## src/lbtfm_pkg.sv

```systemverilog
// ----------------------------------------------------------------------------
// lbtfm_pkg
// Shared types and constants for the light barrier trigger and fault monitor.
// ----------------------------------------------------------------------------
package lbtfm_pkg;

    localparam int unsigned NUM_SENSORS_DEF = 5;
    localparam int unsigned LEVELS_W        = 5;
    localparam int unsigned CFG_W           = 16;
    localparam int unsigned TIME_W          = 32;
    localparam int unsigned APB_DATA_W      = 32;
    localparam int unsigned APB_ADDR_W      = 4;

    localparam logic [CFG_W-1:0] COOLDOWN_RST    = 16'd2000;
    localparam logic [CFG_W-1:0] STARTUP_RST     = 16'd4000;
    localparam logic [CFG_W-1:0] FAULT_DELAY_RST = 16'd3000;

    typedef enum logic {
        CMD_TICK = 1'b0,
        CMD_EDGE = 1'b1
    } t_cmd;

    typedef enum logic [1:0] {
        REG_COOLDOWN    = 2'd0,
        REG_STARTUP     = 2'd1,
        REG_FAULT_DELAY = 2'd2
    } t_reg_idx;

    typedef struct packed {
        logic [CFG_W-1:0] cooldown_ms;
        logic [CFG_W-1:0] startup_blank_ms;
        logic [CFG_W-1:0] fault_delay_ms;
    } t_cfg;

    typedef struct packed {
        logic start_signal;
        logic beep_trigger;
        logic fault_change;
        logic fault_active;
    } t_result;

endpackage

```

## src/lbtfm_regs.sv

```systemverilog
// ----------------------------------------------------------------------------
// lbtfm_regs
// APB configuration registers: cooldown, startup blank and fault delay.
// ----------------------------------------------------------------------------
module lbtfm_regs
    import lbtfm_pkg::*;
(
    input  logic                  i_clk,
    input  logic                  i_rst_n,
    input  logic                  psel,
    input  logic                  penable,
    input  logic                  pwrite,
    input  logic [APB_ADDR_W-1:0] paddr,
    input  logic [APB_DATA_W-1:0] pwdata,
    output logic [APB_DATA_W-1:0] prdata,
    output logic                  pready,
    output t_cfg                  o_cfg
);

    t_cfg     r_cfg;
    t_cfg     n_cfg;
    t_reg_idx w_idx;
    logic     w_wr;

    assign pready = 1'b1;
    assign w_idx  = t_reg_idx'(paddr[3:2]);
    assign w_wr   = psel && penable && pwrite;
    assign o_cfg  = r_cfg;

    always_comb begin
        n_cfg = r_cfg;
        if (w_wr) begin
            case (w_idx)
                REG_COOLDOWN:    n_cfg.cooldown_ms      = pwdata[CFG_W-1:0];
                REG_STARTUP:     n_cfg.startup_blank_ms = pwdata[CFG_W-1:0];
                REG_FAULT_DELAY: n_cfg.fault_delay_ms   = pwdata[CFG_W-1:0];
                default:         n_cfg                  = r_cfg;
            endcase
        end
    end

    always_comb begin
        case (w_idx)
            REG_COOLDOWN:    prdata = {{(APB_DATA_W-CFG_W){1'b0}}, r_cfg.cooldown_ms};
            REG_STARTUP:     prdata = {{(APB_DATA_W-CFG_W){1'b0}}, r_cfg.startup_blank_ms};
            REG_FAULT_DELAY: prdata = {{(APB_DATA_W-CFG_W){1'b0}}, r_cfg.fault_delay_ms};
            default:         prdata = '0;
        endcase
    end

    always_ff @(posedge i_clk) begin
        if (!i_rst_n) begin
            r_cfg.cooldown_ms      <= COOLDOWN_RST;
            r_cfg.startup_blank_ms <= STARTUP_RST;
            r_cfg.fault_delay_ms   <= FAULT_DELAY_RST;
        end else begin
            r_cfg <= n_cfg;
        end
    end

endmodule

```

## src/lbtfm_core.sv

```systemverilog
// ----------------------------------------------------------------------------
// lbtfm_core
// Millisecond clock, trigger cooldown and warning/fault state, one item per
// advance.
// ----------------------------------------------------------------------------
module lbtfm_core
    import lbtfm_pkg::*;
#(
    parameter int unsigned NUM_SENSORS = NUM_SENSORS_DEF
) (
    input  logic                i_clk,
    input  logic                i_rst_n,
    input  logic                i_adv,
    input  t_cmd                i_cmd,
    input  logic [LEVELS_W-1:0] i_levels,
    input  t_cfg                i_cfg,
    output t_result             o_result
);

    localparam int unsigned LP_USED = (NUM_SENSORS < LEVELS_W) ? NUM_SENSORS : LEVELS_W;

    logic [TIME_W-1:0] r_now, n_now;
    logic [TIME_W-1:0] r_last, n_last;
    logic [TIME_W-1:0] r_ws, n_ws;
    logic              r_warn, n_warn;
    logic              r_fault, n_fault;

    logic              w_trig;
    logic              w_chk;
    logic              w_bad;
    logic              w_expired;
    logic [TIME_W-1:0] w_age;
    logic [TIME_W:0]   w_limit;

    always_comb begin
        n_now = r_now;
        if (i_cmd == CMD_TICK && r_now != {TIME_W{1'b1}}) begin
            n_now = r_now + 1'b1;
        end
    end

    assign w_limit   = {1'b0, r_last} + {{(TIME_W+1-CFG_W){1'b0}}, i_cfg.cooldown_ms};
    assign w_trig    = (i_cmd == CMD_EDGE) && ({1'b0, r_now} > w_limit) && !r_fault;
    assign w_chk     = n_now > {{(TIME_W-CFG_W){1'b0}}, i_cfg.startup_blank_ms};
    assign w_bad     = |i_levels[LP_USED-1:0];
    assign w_age     = n_now - r_ws;
    assign w_expired = r_warn && (w_age > {{(TIME_W-CFG_W){1'b0}}, i_cfg.fault_delay_ms});

    always_comb begin
        n_last  = w_trig ? r_now : r_last;
        n_warn  = r_warn;
        n_ws    = r_ws;
        n_fault = r_fault;
        if (w_chk) begin
            if (w_bad) begin
                n_warn  = 1'b1;
                n_ws    = r_warn ? r_ws : n_now;
                n_fault = r_fault || w_expired;
            end else begin
                n_warn  = 1'b0;
                n_fault = 1'b0;
            end
        end
    end

    always_comb begin
        o_result.start_signal = w_trig;
        o_result.beep_trigger = w_trig;
        o_result.fault_change = n_fault ^ r_fault;
        o_result.fault_active = n_fault;
    end

    always_ff @(posedge i_clk) begin
        if (!i_rst_n) begin
            r_now   <= '0;
            r_last  <= '0;
            r_ws    <= '0;
            r_warn  <= 1'b0;
            r_fault <= 1'b0;
        end else if (i_adv) begin
            r_now   <= n_now;
            r_last  <= n_last;
            r_ws    <= n_ws;
            r_warn  <= n_warn;
            r_fault <= n_fault;
        end
    end

endmodule

```

## src/light_barrier_trigger_fault_monitor.sv

```systemverilog
// ----------------------------------------------------------------------------
// light_barrier_trigger_fault_monitor
// Light barrier trigger with cooldown and sensor fault monitor.
// ----------------------------------------------------------------------------
// One result per input transfer. An item is registered on entry, evaluated once
// the output register can take its result, against the clock, trigger and fault
// state, and its result held in an output register. A new item is taken every
// cycle while the output side keeps up. Throughput is bounded only by the single
// result register; when it is held the input register absorbs one more item
// before ready drops.
module light_barrier_trigger_fault_monitor
    import lbtfm_pkg::*;
#(
    parameter int unsigned NUM_SENSORS = NUM_SENSORS_DEF
) (
    input  logic                  i_clk,
    input  logic                  i_rst_n,
    input  logic                  i_in_valid,
    output logic                  o_in_ready,
    input  logic                  i_cmd,
    input  logic [LEVELS_W-1:0]   i_sensor_levels,
    output logic                  o_out_valid,
    input  logic                  i_out_ready,
    output logic                  o_start_signal,
    output logic                  o_beep_trigger,
    output logic                  o_fault_change,
    output logic                  o_fault_active,
    input  logic                  psel,
    input  logic                  penable,
    input  logic                  pwrite,
    input  logic [APB_ADDR_W-1:0] paddr,
    input  logic [APB_DATA_W-1:0] pwdata,
    output logic [APB_DATA_W-1:0] prdata,
    output logic                  pready
);

    t_cfg                w_cfg;
    t_result             w_result;
    logic                w_adv;

    logic                r_in_valid;
    t_cmd                r_cmd;
    logic [LEVELS_W-1:0] r_levels;
    logic                r_out_valid;
    t_result             r_result;

    assign w_adv      = r_in_valid && (!r_out_valid || i_out_ready);
    assign o_in_ready = !r_in_valid || w_adv;

    lbtfm_regs u_regs (
        .i_clk   (i_clk),
        .i_rst_n (i_rst_n),
        .psel    (psel),
        .penable (penable),
        .pwrite  (pwrite),
        .paddr   (paddr),
        .pwdata  (pwdata),
        .prdata  (prdata),
        .pready  (pready),
        .o_cfg   (w_cfg)
    );

    lbtfm_core #(
        .NUM_SENSORS (NUM_SENSORS)
    ) u_core (
        .i_clk    (i_clk),
        .i_rst_n  (i_rst_n),
        .i_adv    (w_adv),
        .i_cmd    (r_cmd),
        .i_levels (r_levels),
        .i_cfg    (w_cfg),
        .o_result (w_result)
    );

    always_ff @(posedge i_clk) begin
        if (!i_rst_n) begin
            r_in_valid <= 1'b0;
        end else if (o_in_ready) begin
            r_in_valid <= i_in_valid;
        end
    end

    always_ff @(posedge i_clk) begin
        if (i_in_valid && o_in_ready) begin
            r_cmd    <= t_cmd'(i_cmd);
            r_levels <= i_sensor_levels;
        end
    end

    always_ff @(posedge i_clk) begin
        if (!i_rst_n) begin
            r_out_valid <= 1'b0;
        end else if (w_adv) begin
            r_out_valid <= 1'b1;
        end else if (i_out_ready) begin
            r_out_valid <= 1'b0;
        end
    end

    always_ff @(posedge i_clk) begin
        if (w_adv) begin
            r_result <= w_result;
        end
    end

    assign o_out_valid    = r_out_valid;
    assign o_start_signal = r_result.start_signal;
    assign o_beep_trigger = r_result.beep_trigger;
    assign o_fault_change = r_result.fault_change;
    assign o_fault_active = r_result.fault_active;

endmodule
```

## config.mk

```make
export PLATFORM = sky130hd
export DESIGN_NAME = light_barrier_trigger_fault_monitor
export DESIGN_NICKNAME = d
export VERILOG_FILES = /design/src/lbtfm_pkg.sv /design/src/lbtfm_regs.sv /design/src/lbtfm_core.sv /design/src/light_barrier_trigger_fault_monitor.sv
export SDC_FILE = /design/constraint.sdc
export NUM_CORES = 1
export LEC_CHECK = 0
export BUFFER_PORTS_ARGS = -buffer_cell sky130_fd_sc_hd__buf_2
export CORE_ASPECT_RATIO = 1.5
export CORE_MARGIN = 4
export CORE_UTILIZATION = 45
export DETAILED_ROUTE_END_ITERATION = 16
export GPL_TIMING_DRIVEN = 0
export PLACE_DENSITY_LB_ADDON = 0.08
export SYNTH_ARGS = -nofsm -noshare
export SYNTH_HDL_FRONTEND = slang
export SYNTH_SLANG_ARGS = --single-unit
```

## constraint.sdc

```tcl
create_clock -name i_clk -period 7.3 [get_ports i_clk]
set_input_delay 0.365 -clock i_clk [delete_from_list [all_inputs] [get_ports i_clk]]
set_output_delay 0.365 -clock i_clk [all_outputs]
set_load 0.03 [all_outputs]
```

# Word level (Yosys, flattened, before mapping)
# Index checks and enable logic that the tools add are counted.
[totals]
out_inout_bits = 39
input_bits = 49
regBits = 157
word_cells = 57
[op_classes]
n_lt_le_gt_ge = 3
add_sub_neg = 3
eq_ne = 3
reduce_logical = 23
mux = 7
n_bitwise = 3
[op_table]
columns = ["cell", "count"]
rows = [
  ["32-bit by 16-bit greater-than comparator with 1-bit output", 2],
  ["16-bit one-hot mux with 3 select lines", 1],
  ["32-bit by 16-bit adder with 33-bit output", 1],
  ["32-bit by 33-bit greater-than comparator with 1-bit output", 1],
  ["32-bit by 1-bit adder with 32-bit output (second input constant)", 1],
  ["32-bit 2-to-1 mux", 1],
  ["32-bit != test (second input constant)", 1],
  ["32-bit subtractor", 1],
  ["2-bit AND reduction", 5],
  ["1-bit logical AND", 8],
  ["1-bit 2-to-1 mux", 5],
  ["5-bit OR reduction", 1],
  ["4-bit AND reduction", 1],
  ["1-bit zero test", 3],
  ["1-bit logical OR", 3],
  ["2-bit by 1-bit equality test with 1-bit output (second input constant)", 1],
  ["2-bit equality test (second input constant)", 1],
  ["2-bit zero test", 1],
  ["1-bit inverter", 2],
  ["2-bit nonzero test", 1],
  ["1-bit XOR", 1],
]

# Depth between registers and ports, before layout
# Gate-level depths: netlist of the first run.
[logic_depth]
ltp_word = 10
depth_mapped = 26

# By module
# Synthesis of the first run repeated with hierarchy kept, for this count alone.
[hier_totals]
hier_cells = 1522
area_unflattened_um2 = 12186.7
[modules_own_cells]
columns = ["mod", "cells_per_inst", "seq_area_each_um2", "n_inst", "area_per_inst_um2"]
rows = [
  ["lbtfm_core", 1239, 1961.9, 1, 9455.3],
  ["lbtfm_regs", 264, 960.9, 1, 2327.2],
  ["light_barrier_trigger_fault_monitor", 19, 340.3, 1, 404.1],
]

# Worst setup path after synthesis of the first run
# OpenSTA, ideal clock, no wires.
[synth_path]
path_type = "register to register"
startpoint = "register u_core.r_now[5]"
endpoint = "register r_result (netlist bit o_fault_active), data pin"
arrival_ns = 5.394
slack_ns = 1.634
t_required_ns = 7.028
stages_incl_launch_ff = 27
period_less_slack_ns = 5.666
setup_time_ns = 0.272
cell_sequence = "dfxtp_1 -> buf_2 -> and4_1 -> and4_1 -> a31oi_1 -> and4_1 -> clkbuf_1 -> and2_1 -> nand4_1 -> xnor2_1 -> ha_1 -> and2_1 -> nand3_1 -> a211oi_1 -> nor3b_1 -> o21ai_0 -> xor2_1 -> ha_1 -> a21oi_1 -> o21a_1 -> o211ai_1 -> nor3_1 -> a211oi_1 -> a2111oi_0 -> nand4_1 -> nor4_1 -> o21ai_0"
[synth_between]
elab_chain_cells = 9
word_cells_on_any_way = 11
[synth_lines]
columns = ["item", "line", "text"]
rows = [
  ["from (decl)", "lbtfm_core.sv:22", "logic [TIME_W-1:0] r_now, n_now;"],
  ["from (signal assigned)", "lbtfm_core.sv:81", "r_now <= n_now;"],
  ["branches (longest 2 deep; another with 32-bit by 1-bit adder with 32-bit output)", "--", ""],
  ["32-bit 2-to-1 mux (*)", "lbtfm_core.sv:37", "if (i_cmd == CMD_TICK && r_now != {TIME_W{1'b1}}) begin"],
  ["via u_core.n_now[7]", "lbtfm_core.sv:22", ""],
  ["32-bit subtractor", "lbtfm_core.sv:46", "assign w_age = n_now - r_ws;"],
  ["32-bit by 16-bit greater-than comparator with 1-bit output", "lbtfm_core.sv:47", "assign w_expired = r_warn && (w_age > {{(TIME_W-CFG_W){1'b0}}, i_cfg.fault_delay_ms});"],
  ["1-bit logical AND", "lbtfm_core.sv:47", ""],
  ["1-bit logical OR", "lbtfm_core.sv:58", "n_fault = r_fault || w_expired;"],
  ["1-bit 2-to-1 mux", "lbtfm_core.sv:55", "if (w_bad) begin"],
  ["1-bit 2-to-1 mux (*)", "lbtfm_core.sv:54", "if (w_chk) begin"],
  ["via u_core.n_fault", "lbtfm_core.sv:26", "logic r_fault, n_fault;"],
  ["to (signal assigned)", "light_barrier_trigger_fault_monitor.sv:102", "r_result <= w_result;"],
  ["to (decl)", "light_barrier_trigger_fault_monitor.sv:45", "t_result r_result;"],
]
# Mark *: on every way through the listed nets, which the timed path passes.
# A chain may end at the register's enable or synchronous reset.

# Worst setup path in the final report of the first run
# Same ends and word-level chain as after synthesis.

==> results.toml, run 1 <==
[detailed_routing]
ant_nets = 0
wl_mm = 36.9
avgViaCountPerCell = 5.60
drcViolationCount = 0
drt_iter0_markers = 598
vias = 11100
drtPass1Iterations = 6
routedWlPerCell_um = 18.7

[power_and_ir_drop]
p_comb_share_pct = 17.5
power_density_mw_per_mm2 = 164
switching_share_pct = 30.6
ir_drop_v = 0.000169
power.switching_w = 0.000667
finalPower_w = 0.00218
clkPwrFrac_pct = 41.7
seqPwrFrac_pct = 40.8
leakage_nw = 5.59
intPower_w = 0.00151

[clock_tree]
clkTransAtPathRegs_ns = 0.07
clock-root-buffer = "clkbuf_16"
cts_made_buffers = 17
cts_tree = "yes"
clk-insertion-delay-late_ns = 0.45
clockBufferDepth = 2
htree_levels = 4
ctsHoldBuffers = 0
clock-sinks = 157

[synth]
yosys.area.top_type = "dfxtp_1"
synth_warnings = 0
synth_area_sq_mm = 0.0119
ys_seq_area_share_pct = 27.1
syn_inst = 1545
synth_edf_count = 9
synth_top_area_share_pct = 24.8
synthFlopType = "dfxtp_1"
synth_area_leaders = "dfxtp_1 25%, ha_1 12%, nand2_1 7.6%, a21oi_1 5.5%, xnor2_1 4.8%"
async_reset_ff_share_pct = 0
ys_types = 74
syn_avg_cell_area_sq_um = 7.72
ys_ff_latch = 157

[critical_path]
crit_path_start_kind = "register"
slowest_stage = "nor4_2"
critPathMaxFanout = 8
critPathBufInv = 2
endpoint_kind = "register"
slowest_delay_ns = 0.47
cp_data_arrival_time_ns = 7.03
reg2reg_slack_ns = 0.44
rr_worst_depth = 26
reg2reg_from = "u_core.r_now[5]$_SDFFE_PN0P_"
rr_endpoint = "o_fault_active$_DFFE_PP_"
path_class = "register to register"
crit_required_ns = 7.47
crit_family = "simple AND/OR/NAND/NOR gates"

[layout]
design_area_sq_mm = 0.0133
nets = 1797
syn_to_final_growth_pct = 11.6
drive_gt1_share_pct = 9.78
antenna_cells = 0
instances_no_fill = 1980

[sta]
slew_viol_final = 0
finalCritPeriodShare_pct = 94.0
min_period_ns = 6.86
fin_skew_ns = 0.0144
hold_viol_final = 0
clock.fmax_ghz = 0.146
max-slew-margin-rel_pct = 39.0
setup_violations = 0
worstMarginPinSlew_ns = 0.908
rsz0062_at_grt = "false"

[placement]
io_buffers = 52
placed_cells = 1945
dp_hpwl_mm = 30.0
gp_congestion = 0.909
place_area_sq_mm = 0.0127

[run_status]
status = "complete, no violations"

[grt]
grt.total_usage_pct = 25.2
grt_pass1_vias = 10800
grt_first_pass_wirelength_mm = 58.5
grt_max_degree = 17
antenna_found_initial = 0
grt_overflow_total = 0

[hold_path]
hp-class = "input pin to register"
hold_depth = 1
hp-start = "i_cmd"
min_to = "r_cmd$_DFFE_PP_"

[job]
maxCapViolations = 0

[die]
rows = 72
core_sq_mm = 0.0259
die_h_um = 207
initial_utilization_pct = 46.0
dieArea_sq_mm = 0.0292
pin_count = 88
fp.dieW_um = 141
-- cell usage in the layout, fill, tap and decap left out, types with 11 or more instances in the layout --
| master | n |
|---|---|
| and3_1 | 14 |
| nand4_1 | 40 |
| mux2i_1 | 50 |
| nor2_1 | 98 |
| a21oi_1 | 132 |
| dfxtp_1 | 148 |
| nand3_1 | 35 |
| o21a_1 | 15 |
| a21o_1 | 28 |
| o21ai_0 | 53 |
| buf_4 | 34 |
| or3_1 | 13 |
| clkbuf_1 | 61 |
| a211oi_1 | 11 |
| conb_1 | 17 |
| nand2_1 | 241 |
| xnor2_1 | 63 |
| xor2_1 | 42 |
| buf_2 | 61 |
| o211ai_1 | 19 |
| inv_1 | 78 |
| nor2b_1 | 15 |
| ha_1 | 112 |
| clkbuf_16 | 17 |
| nor3_1 | 90 |
-- cell families (layout without fill, tap and decap cells) --
family | Yosys count | after routing | share of synthesized area (%)
AND/OR/NAND/NOR | 603 | 603 | 24.0
AO/OA/AOI/OAI | 324 | 324 | 17.2
buffers and inverters | 184 | 271 | 6.99
flip-flops | 157 | 157 | 27.1
adder cells (fa/ha/maj) | 114 | 114 | 12.1
XOR/XNOR | 108 | 108 | 8.05
multiplexers | 53 | 53 | 4.48
other | 2 | 17 | 0.0630
-- worst max path at each step --
stage                                     to                          start  slack, ns  depth (start not counted)
floorplan           o_fault_active$_DFFE_PP_   u_core.r_now[5]$_SDFFE_PN0P_       1.63                         26
global placement    o_fault_active$_DFFE_PP_  u_core.r_now[11]$_SDFFE_PN0P_      -0.31                         25
detailed placement  o_fault_active$_DFFE_PP_   u_core.r_now[5]$_SDFFE_PN0P_      -0.26                         26
CTS                 o_fault_active$_DFFE_PP_  u_core.r_now[11]$_SDFFE_PN0P_       0.16                         25
global route        o_fault_active$_DFFE_PP_  u_core.r_now[11]$_SDFFE_PN0P_       0.01                         25
finish              o_fault_active$_DFFE_PP_   u_core.r_now[5]$_SDFFE_PN0P_       0.44                         26
-- metal layers --
| layer | part of all wire, % | GRT usage (%) | up-vias | wire [um] |
|---|---|---|---|---|
| met3 | 3.2 | 3.27 | 65 | 1190 |
| met4 | 3.8 | 9.90 | 0 | 1420 |
| li1 | - | - | 5594 | - |
| met2 | 53 | 47.5 | 252 | 19500 |
| met1 | 40 | 28.1 | 5179 | 14800 |
| met5 | 0 | 0 | - | 0 |
-- metrics by stage --
step	TNS, ns	util, %	hold slack, ns	setup WS (ns)
detailed placement	-0.617	48.8	0.456	-0.255
global placement	-0.666	48.8	0.450	-0.312
floorplan	0	-	0.439	1.63
global route	0	51.3	0.0744	0.0120
finish	0	51.3	0.0879	0.441
CTS	0	51.1	0.0727	0.157
-- timing repair --
item	in CTS	in global routing
pin swaps	0	1
setup buffers	0	3
endpoints found under the setup margin	3	3
gates resized for setup	2	5
-- registers in the layout (all words and copies together) (netlist names) --
name	flops
u_core.r_fault	1
o_fault_change	1
u_regs.o_cfg	48
u_core.r_last	32
r_levels	5
u_core.r_now	32
u_core.r_warn	1
o_out_valid	1
o_fault_active	1
o_beep_trigger	1
r_in_valid	1
u_core.r_ws	32
r_cmd	1
-- area by class of cell --
type / count / area (sq um)
Buffer: 105 / 537
Timing Repair Buffer: 55 / 283
Inverter: 79 / 297
Multi-Input combinational cell: 1219 / 7960
Clock buffer: 18 / 439
Tap cell: 333 / 417
Clock inverter: 14 / 144
Fill cell: 2608 / 12600
Sequential cell: 157 / 3230
-- Yosys cell counts, drive strengths merged (13+ instances only) --
cell type / n
o21a: 15
dfxtp: 148
a21o: 28
xor2: 42
a21oi: 132
nand3: 37
and3: 14
o21ai: 54
nand2: 241
nor2: 99
buf: 44
a211oi: 13
mux2i: 50
o211ai: 20
nand4: 40
nor2b: 15
inv: 78
or3: 13
nor3: 90
ha: 112
xnor2: 65
clkbuf: 61
-- power by group through the flow --
stage          clock, W  sequential (W)  combinational [W]
2_1_floorplan         0        0.000906           0.000272
3_3_place_gp          0        0.000909           0.000371
3_5_place_dp          0        0.000909           0.000373
4_1_cts        0.000925        0.000890           0.000376
5_1_grt        0.000963        0.000891           0.000422
6_report       0.000909        0.000890           0.000381
Note: power is estimated with default switching activity, not from simulation.
==> run 2: changes to the inputs <==
--- a/config.mk
+++ b/config.mk
@@ -6,7 +6,6 @@
 export NUM_CORES = 1
 export LEC_CHECK = 0
 export BUFFER_PORTS_ARGS = -buffer_cell sky130_fd_sc_hd__buf_2
-export CORE_ASPECT_RATIO = 1.5
 export CORE_MARGIN = 4
 export CORE_UTILIZATION = 45
 export DETAILED_ROUTE_END_ITERATION = 16
==> results.toml, run 2 (same netlist as run 1, synthesis figures left out) <==
[run_status]
status = "complete, no violations"

[sta]
rsz0062_at_grt = "false"
setup_violations = 0
max-slew-margin-rel_pct = 46.4
clock.fmax_ghz = 0.152
finalCritPeriodShare_pct = 90.4
slew_viol_final = 0
fin_skew_ns = 0.0223
fin_hold_ws_ns = 0.0992
fin_tns_setup_ns = 0
min_period_ns = 6.60
hold_viol_final = 0
worstMarginPinSlew_ns = 0.797

[detailed_routing]
wl_mm = 36.3
route.top_layer_used = "met4"
routedWlPerCell_um = 18.3
drcViolationCount = 0
vias = 11100
wl_met3_mm = 1.74
wl_met2_mm = 15.7
drt_iter0_markers = 936
drtPass1Iterations = 8
ant_nets = 0
drt-met1-wl_mm = 18.1
avgViaCountPerCell = 5.59

[critical_path]
critPathBufInv = 1
crit_path_start_kind = "register"
critPathMostFrequentCell = "and2_1"
path_class = "register to register"
crit_required_ns = 7.47
critPathMaxFanout = 8
endpoint_kind = "register"
crit_family = "simple AND/OR/NAND/NOR gates"
cp_data_arrival_time_ns = 6.77
slowest_delay_ns = 0.42
slowest_stage = "dfxtp_1"

[clock_tree]
cts_made_buffers = 17
cts_tree = "yes"
ctsHoldBuffers = 0
clock-root-buffer = "clkbuf_16"
clockBufferDepth = 2
clk-insertion-delay-late_ns = 0.44
htree_levels = 4
clkTransAtPathRegs_ns = 0.08
clock-sinks = 157

[placement]
io_buffers = 52
gp_congestion = 0.851
dp_hpwl_mm = 28.4

[power_and_ir_drop]
ir_drop_v = 0.000146
power_density_mw_per_mm2 = 164
finalPower_w = 0.00219
leakage_nw = 5.63

[die]
rows = 59
die_h_um = 171
pin_count = 88
dieArea_sq_mm = 0.0292
fp.dieW_um = 171
initial_utilization_pct = 45.8
core_sq_mm = 0.0261

[grt]
grt.total_usage_pct = 24.6
grt_first_pass_wirelength_mm = 57.0
grt_max_degree = 20
grt_pass1_vias = 10400
antenna_found_initial = 0
grt_overflow_total = 0

[job]
maxCapViolations = 0

[layout]
layout_common_cells = "241 x nand2_1, 148 x dfxtp_1, 132 x a21oi_1, 112 x ha_1, 98 x nor2_1"
syn_to_final_growth_pct = 12.2
antenna_cells = 0
drive_gt1_share_pct = 10.0
final_common_cell = "nand2_1"
largest_reg_flops = 48
nets = 1799

[hold_path]
hp-class = "input pin to register"
## run 2: cell count changes in the layout (fill, tap and decap cells not counted), moves of 2 or more
cell	change
clkinvlp_4	-2
clkinv_4	+2
clkinv_8	+5
inv_6	-5
inv_8	+2
buf_4	+2
## run 2: timing repair
action,CTS,global route
pin swaps,0,1
endpoints found under the setup margin,3,3
buffers inserted,0,5
gates resized for setup,2,8
## run 2: layer usage
metal / GRT usage [%] / up-vias
met2: 38.0 / 279
met5: 0 / -
met1: 36.4 / 5177
met4: 6.81 / 0
li1: - / 5600
met3: 2.68 / 44
## run 2: worst reg2reg max path, delay by kind of cell, from the launching register on
family	cells	cell delay (ns)
AO/OA/AOI/OAI	9	2.00
XOR/XNOR	2	0.44
adder cells (fa/ha/maj)	2	0.71
buffers and inverters	1	0.26
flip-flops	1	0.42
AND/OR/NAND/NOR	11	2.50
## run 2: where the power goes
| group | leakage [nW] | total (W) | switching, W | internal [W] |
|---|---|---|---|---|
| Clock | 0.297 | 0.000927 | 0.000459 | 0.000468 |
| Combinational | 4.05 | 0.000377 | 0.000234 | 0.000143 |
| Sequential | 1.28 | 0.000889 | 0.0000113 | 0.000878 |
## run 2: cell type report
cell class / count / area, sq um
flip-flops and latches: 157 / 3230
clock inverters: 15 / 186
fillers: 2588 / 12700
well taps: 335 / 419
multi-input cells: 1219 / 7980
repair buffers: 57 / 298
plain buffers: 105 / 537
clock buffers: 17 / 425
inverters: 79 / 297
## run 2: per-stage QoR
step | instances | worst slack [ns] | area [sq um] | utilization [%]
finish | 1984 | 0.704 | 13400 | 51.3
global route | 1984 | 0.0447 | 13400 | 51.3
CTS | 1979 | 0.178 | 13300 | 51.0
detailed placement | 1947 | -0.255 | 12700 | 48.6
global placement | 1947 | -0.180 | 12700 | 48.6
floorplan | 1560 | 1.63 | 12000 | -
## run 2: worst paths after layout
kind | slack [ns] | cells past startpoint | start | end
min reg2reg | 0.47 | 2 | u_core.r_last[6]$_SDFFE_PN0P_ | u_core.r_last[6]$_SDFFE_PN0P_
max | 0.70 | 25 | u_core.r_now[8]$_SDFFE_PN0P_ | o_fault_active$_DFFE_PP_
max reg2reg | 0.70 | 25 | u_core.r_now[8]$_SDFFE_PN0P_ | o_fault_active$_DFFE_PP_
min | 0.1 | 1 | i_sensor_levels[3] | r_levels[3]$_DFFE_PP_
